<file path="src/encoder_pid_speed_hbridge_assert.svh">
// ---------------------------------------------------------------------------
// Assertion macros for the encoder PID speed controller
// ---------------------------------------------------------------------------
`ifndef ENCODER_PID_SPEED_HBRIDGE_ASSERT_SVH
`define ENCODER_PID_SPEED_HBRIDGE_ASSERT_SVH

// condition implies consequence in the same cycle
`define EPH_ASSERT_IMP(lbl, clk, rst, cond, cons, msg) \
   lbl: assert property (@(posedge clk) disable iff (rst) (cond) |-> (cons)) \
      else $error(msg);

// condition implies consequence in the next cycle
`define EPH_ASSERT_NXT(lbl, clk, rst, cond, cons, msg) \
   lbl: assert property (@(posedge clk) disable iff (rst) (cond) |=> (cons)) \
      else $error(msg);

`endif

</file>
<file path="src/encpid_pkg.sv">
// ---------------------------------------------------------------------------
// encpid_pkg
// Shared types and constants of the encoder PID speed controller.
// ---------------------------------------------------------------------------
package encpid_pkg;

   localparam int DUTY_BITS_DEF = 13;
   localparam int FRAC_BITS_DEF = 16;

   localparam int TIME_W  = 32;
   localparam int POS_W   = 32;
   localparam int SPEED_W = 24;
   localparam int CMD_W   = 3;
   localparam int DIR_W   = 2;
   localparam int REQ_W   = 64;
   localparam int CSR_AW  = 3;
   localparam int CSR_DW  = 31;

   localparam logic [SPEED_W-2:0] SPEED_MAX = '1;

   localparam logic [CMD_W-1:0] CMD_TICK   = 3'd0;
   localparam logic [CMD_W-1:0] CMD_EDGE   = 3'd1;
   localparam logic [CMD_W-1:0] CMD_ACT    = 3'd2;
   localparam logic [CMD_W-1:0] CMD_DEACT  = 3'd3;
   localparam logic [CMD_W-1:0] CMD_ENCRST = 3'd4;
   localparam logic [CMD_W-1:0] CMD_SETDIR = 3'd5;

   localparam logic [DIR_W-1:0] MODE_FWD   = 2'd0;
   localparam logic [DIR_W-1:0] MODE_REV   = 2'd1;
   localparam logic [DIR_W-1:0] MODE_BRAKE = 2'd2;
   localparam logic [DIR_W-1:0] MODE_STOP  = 2'd3;

   localparam logic [CSR_AW-1:0] REG_KP    = 3'd0;
   localparam logic [CSR_AW-1:0] REG_KI    = 3'd1;
   localparam logic [CSR_AW-1:0] REG_KD    = 3'd2;
   localparam logic [CSR_AW-1:0] REG_ILIM  = 3'd3;
   localparam logic [CSR_AW-1:0] REG_CPM   = 3'd4;
   localparam logic [CSR_AW-1:0] REG_MINUP = 3'd5;
   localparam logic [CSR_AW-1:0] REG_STALL = 3'd6;
   localparam logic [CSR_AW-1:0] REG_EN    = 3'd7;

   localparam logic [15:0] KP_RST    = 16'd3000;
   localparam logic [15:0] KI_RST    = 16'd40;
   localparam logic [19:0] KD_RST    = 20'd500000;
   localparam logic [30:0] ILIM_RST  = 31'd131072000;
   localparam logic [15:0] CPM_RST   = 16'd345;
   localparam logic [19:0] MINUP_RST = 20'd500;
   localparam logic [23:0] STALL_RST = 24'd200000;

   typedef struct packed {
      logic [CMD_W-1:0]         cmd;
      logic                     chan_a;
      logic                     chan_b;
      logic [TIME_W-1:0]        time_us;
      logic signed [SPEED_W-1:0] target;
      logic [DIR_W-1:0]         dir;
   } item_type;

endpackage

</file>
<file path="src/encpid_front.sv">
// ---------------------------------------------------------------------------
// encpid_front
// Accepts request words, unpacks them and queues them for the engine.
// ---------------------------------------------------------------------------
module encpid_front (
   input  logic                           clock,
   input  logic                           reset,
   input  logic                           req_tvalid,
   output logic                           req_tready,
   input  logic [encpid_pkg::REQ_W-1:0]   req_tdata,  // chan_a, chan_b, time_us, target, dir
   input  logic [encpid_pkg::CMD_W-1:0]   req_tuser,  // cmd
   output logic                           item_valid,
   input  logic                           item_pop,
   output encpid_pkg::item_type           item
);
   import encpid_pkg::*;

   item_type   mem_ff [2];
   logic       wr_ptr_ff, wr_ptr_in;
   logic       rd_ptr_ff, rd_ptr_in;
   logic [1:0] cnt_ff, cnt_in;
   logic       push, pop;
   item_type   word;

   always_comb begin
      word.cmd     = req_tuser;
      word.chan_a  = req_tdata[0];
      word.chan_b  = req_tdata[1];
      word.time_us = req_tdata[33:2];
      word.target  = $signed(req_tdata[57:34]);
      word.dir     = req_tdata[59:58];
   end

   assign req_tready = (cnt_ff != 2'd2);
   assign item_valid = (cnt_ff != 2'd0);
   assign item       = mem_ff[rd_ptr_ff];
   assign push       = req_tvalid && req_tready;
   assign pop        = item_pop && item_valid;

   always_comb begin
      wr_ptr_in = push ? ~wr_ptr_ff : wr_ptr_ff;
      rd_ptr_in = pop  ? ~rd_ptr_ff : rd_ptr_ff;
      cnt_in    = cnt_ff + 2'(push) - 2'(pop);
   end

   always_ff @(posedge clock) begin
      if (reset) begin
         wr_ptr_ff <= 1'b0;
         rd_ptr_ff <= 1'b0;
         cnt_ff    <= 2'd0;
      end else begin
         wr_ptr_ff <= wr_ptr_in;
         rd_ptr_ff <= rd_ptr_in;
         cnt_ff    <= cnt_in;
      end
   end

   always_ff @(posedge clock) begin
      if (push) begin
         mem_ff[wr_ptr_ff] <= word;
      end
   end

endmodule

</file>
<file path="config.mk">
export PLATFORM = sky130hd
export DESIGN_NAME = encpid_front
export DESIGN_NICKNAME = d
export VERILOG_FILES = /design/src/encoder_pid_speed_hbridge_assert.svh /design/src/encpid_pkg.sv /design/src/encpid_front.sv
export SDC_FILE = /design/constraint.sdc
export NUM_CORES = 1
export LEC_CHECK = 0
export ABC_AREA = 1
export BUFFER_PORTS_ARGS = -buffer_cell sky130_fd_sc_hd__buf_2
export CAP_MARGIN = 40
export CELL_PAD_IN_SITES_DETAIL_PLACEMENT = 2
export CELL_PAD_IN_SITES_GLOBAL_PLACEMENT = 2
export CORE_AREA = 8 8 163 126
export DETAILED_ROUTE_END_ITERATION = 10
export DIE_AREA = 0 0 171 134
export PLACE_DENSITY_LB_ADDON = 0.1
export SLEW_MARGIN = 20
export SYNTH_ARGS = -nofsm -noshare
export SYNTH_HDL_FRONTEND = slang
export SYNTH_SLANG_ARGS = --single-unit
</file>
<file path="constraint.sdc">
create_clock -name clock -period 10.85 [get_ports clock]
set_clock_uncertainty 0.1 [all_clocks]
set_input_delay 2.17 -clock clock [delete_from_list [all_inputs] [get_ports clock]]
set_output_delay 2.17 -clock clock [all_outputs]
set_load 0.01 [all_outputs]
</file>
==> summary.txt <==
Outcome = complete, no violations
GRT Total Usage = 9.986%
Fmax = 0.2132 GHz
Max clock buf depth = 2
Core Area = 0.01808 mm^2
Clock transition at the registers of the reported paths = 60 ps
CTS Hold Buffers Added = 0
Pre-CTS WS = 6523 ps
Fin cells = 644
Yosys top cell area share = 74.28%
Antenna violations before repair = 4
Post-route setup slack = 6160 ps
Initial core utilization = 28.18%
Htree depth = 4
Yosys reg bits = 131
Clock Sinks = 131
Filler cells = 1,824
DP HPWL = 7.586 mm
Crit path kind = flip-flop to primary output
P per Cell Area = 252.3 mW/mm^2
Clk Latency, worst-skew pair = 410 ps
Period utilization = 43.23%
Arr. time, crit path = 2420 ps
Worst vdd ir = 0.1113 mV
FFs w/ async S/R, synth = 0%
Detailed-route via count = 2,592
Most used DFF post-synth = edfxtp_1
Placer Congestion = 0.6480
Xor-xnor portion of the synthesized cell area = 0%
Vias/cell = 4.025
Hold/Removal Path Class = flip-flop to flip-flop
Syn_area_per_cell = 21.86 um^2
Layout net count = 454
Actual slew at the worst max-slew pin = 636.4 ps
# port buffers = 131
Cell total after placement = 609
Post-Synth Simple-Gate Area = 1.548%
Fraction of layout cells with a size suffix above 1 = 58.88%
Ys Warns = 0
Starting DRC count in detailed routing = 92
Area Growth Syn to Fin = 31.10%
Die ar. = 0.02291 mm^2
Antenna Violating Nets Remaining = 0
WP data required = 8580 ps
Normalized max-slew margin = 57.57%
Grt ovf = 0
Syn Nets = 306
Final Util = 36.94%
Element type at the critical path end = primary output
Die W = 171 um
Static Leak = 0.002635 uW
Largest fanout on the critical path = 32
Synth cell count leaders = edfxtp_1, mux2_4, nor2_1
I/O pin total = 136
# Post-CTS Setup Buffers = 0
Final Max Slew Viols = 0
Min Clock Period, post-route = 4690 ps
Synth area leaders = edfxtp_1, mux2_4, buf_12
CTS root buf = clkbuf_16
Sequential area share after synthesis = 76.25%
Setup TNS = 0 ps
Post-synth EDFFs = 126
Drt pass-1 iters = 4
Post-Syn Instances = 233
Die Height = 134 um
Mux contribution to synthesized area = 18.35%
Synthesized-area fraction occupied by adder cells = 0.4913%
Residual DRC = 0
Post-synthesis cell area = 0.005094 mm^2
Critical Path Start Type = flip-flop
Row Count = 43
Largest net degree at the start of global routing = 42
Final number of hold-violating endpoints = 0
Wire per inst = 17.40 um
Most frequent cell after synthesis = edfxtp_1
Pwr Total = 1685 uW
Num CTS Buffers = 17
Global-route wire length before repair = 16.70 mm
RSZ-0062 raised after global routing = false
CTS resizes = 0
Vias in the first global route = 2,993
Max-cap violation count = 0
Finish-stage setup viols = 0
Yosys cell types = 12
CTS tree = built
DRT Wirelength = 11.21 mm
Largest family of logic cells by synthesized area = multiplexers
Synth area leader = edfxtp_1
Compound-Gate Fraction of Synth Area = 0.1965%
-- layout make-up --
cell class                 instances  area (um^2)  area share, %
timing repair buffer             136        725.7          10.87
antenna                            3        7.507         0.1124
inverter                           8        30.03         0.4497
clock inverter                    15        236.5          3.541
sequential                       131         3887          58.22
clock buffer                      17        425.4          6.371
multi-input combinational         87         1056          15.81
tap                              247        309.0          4.628
-- power breakdown --
| part | leakage, uW | internal, uW | switching (uW) |
|---|---|---|---|
| Clock | 0.000322 | 429 | 209 |
| Combinational | 0.00109 | 188 | 179 |
| Sequential | 0.00122 | 641 | 38.7 |
| Total | 0.00263 | 1260 | 427 |
-- state kept, by name, summed over array words and instances (netlist names), named ones only --
signal / cells
wr_ptr_ff: 1
mem_ff: 126
cnt_ff: 2
rd_ptr_ff: 1
-- worst max-delay path, cell delays in order (launching register included) --
cell	delay (ps)
dfxtp_4	760
buf_4	620
mux2_2	410
buf_2	150
-- through the flow --
stage / instance area, um^2 / hold WS, ps
after floorplan: 5094 / 367.5
after CTS: 6670 / 436.1
after global placement: 5961 / 394.5
after detailed placement: 6008 / 416.1
after global routing: 6670 / 468.7
final: 6678 / 424.3
-- logic make-up after synthesis --
| family | count (synthesis) |
|---|---|
| flip-flops | 131 |
| adder cells (fa/ha/maj) | 2 |
| AO/OA/AOI/OAI | 2 |
| buffers and inverters | 15 |
| multiplexers | 63 |
| AND/OR/NAND/NOR | 20 |
-- layer usage --
| layer | track usage [%] | vias to the layer above | share of wire (%) |
|---|---|---|---|
| met5 | 0 | - | 0.24 |
| met1 | 10.56 | 1282 | 40 |
| met2 | 15.56 | 90 | 47 |
| li1 | - | 1198 | - |
| met4 | 4.337 | 4 | 1.4 |
| met3 | 6.371 | 18 | 11 |
-- worst paths after layout --
check | start | end | slack (ps) | cells past startpoint
setup reg to reg | cnt_ff[0] | mem_ff[0][0] | 8970 | 6
setup / recovery | flip-flop | item[0] | 6160 | 3
hold / removal | rd_ptr_ff | flip-flop | 420 | 2
hold reg to reg | rd_ptr_ff | flip-flop | 420 | 2
-- cells in the final DEF (no fill, tap or decap) --
cell | netlist | routed
mux2_4 | 60 | 60
inv_2 | 0 | 1
edfxtp_1 | 126 | 126
ha_1 | 2 | 2
inv_6 | 0 | 1
a21oi_1 | 2 | 2
buf_12 | 6 | 1
clkinvlp_4 | 0 | 1
clkinv_4 | 0 | 2
nor2_4 | 0 | 1
clkinv_2 | 0 | 3
buf_2 | 0 | 131
nand3_1 | 3 | 3
diode_2 | 0 | 3
dfxtp_1 | 5 | 4
dfxtp_4 | 0 | 1
mux2_2 | 3 | 3
bufinv_16 | 0 | 6
nor2_1 | 9 | 8
inv_1 | 8 | 7
clkbuf_16 | 0 | 17
buf_4 | 0 | 3
nand2_1 | 8 | 8
clkinv_1 | 0 | 2
buf_16 | 0 | 1
No activity file was read; power rests on OpenSTA's default activity.
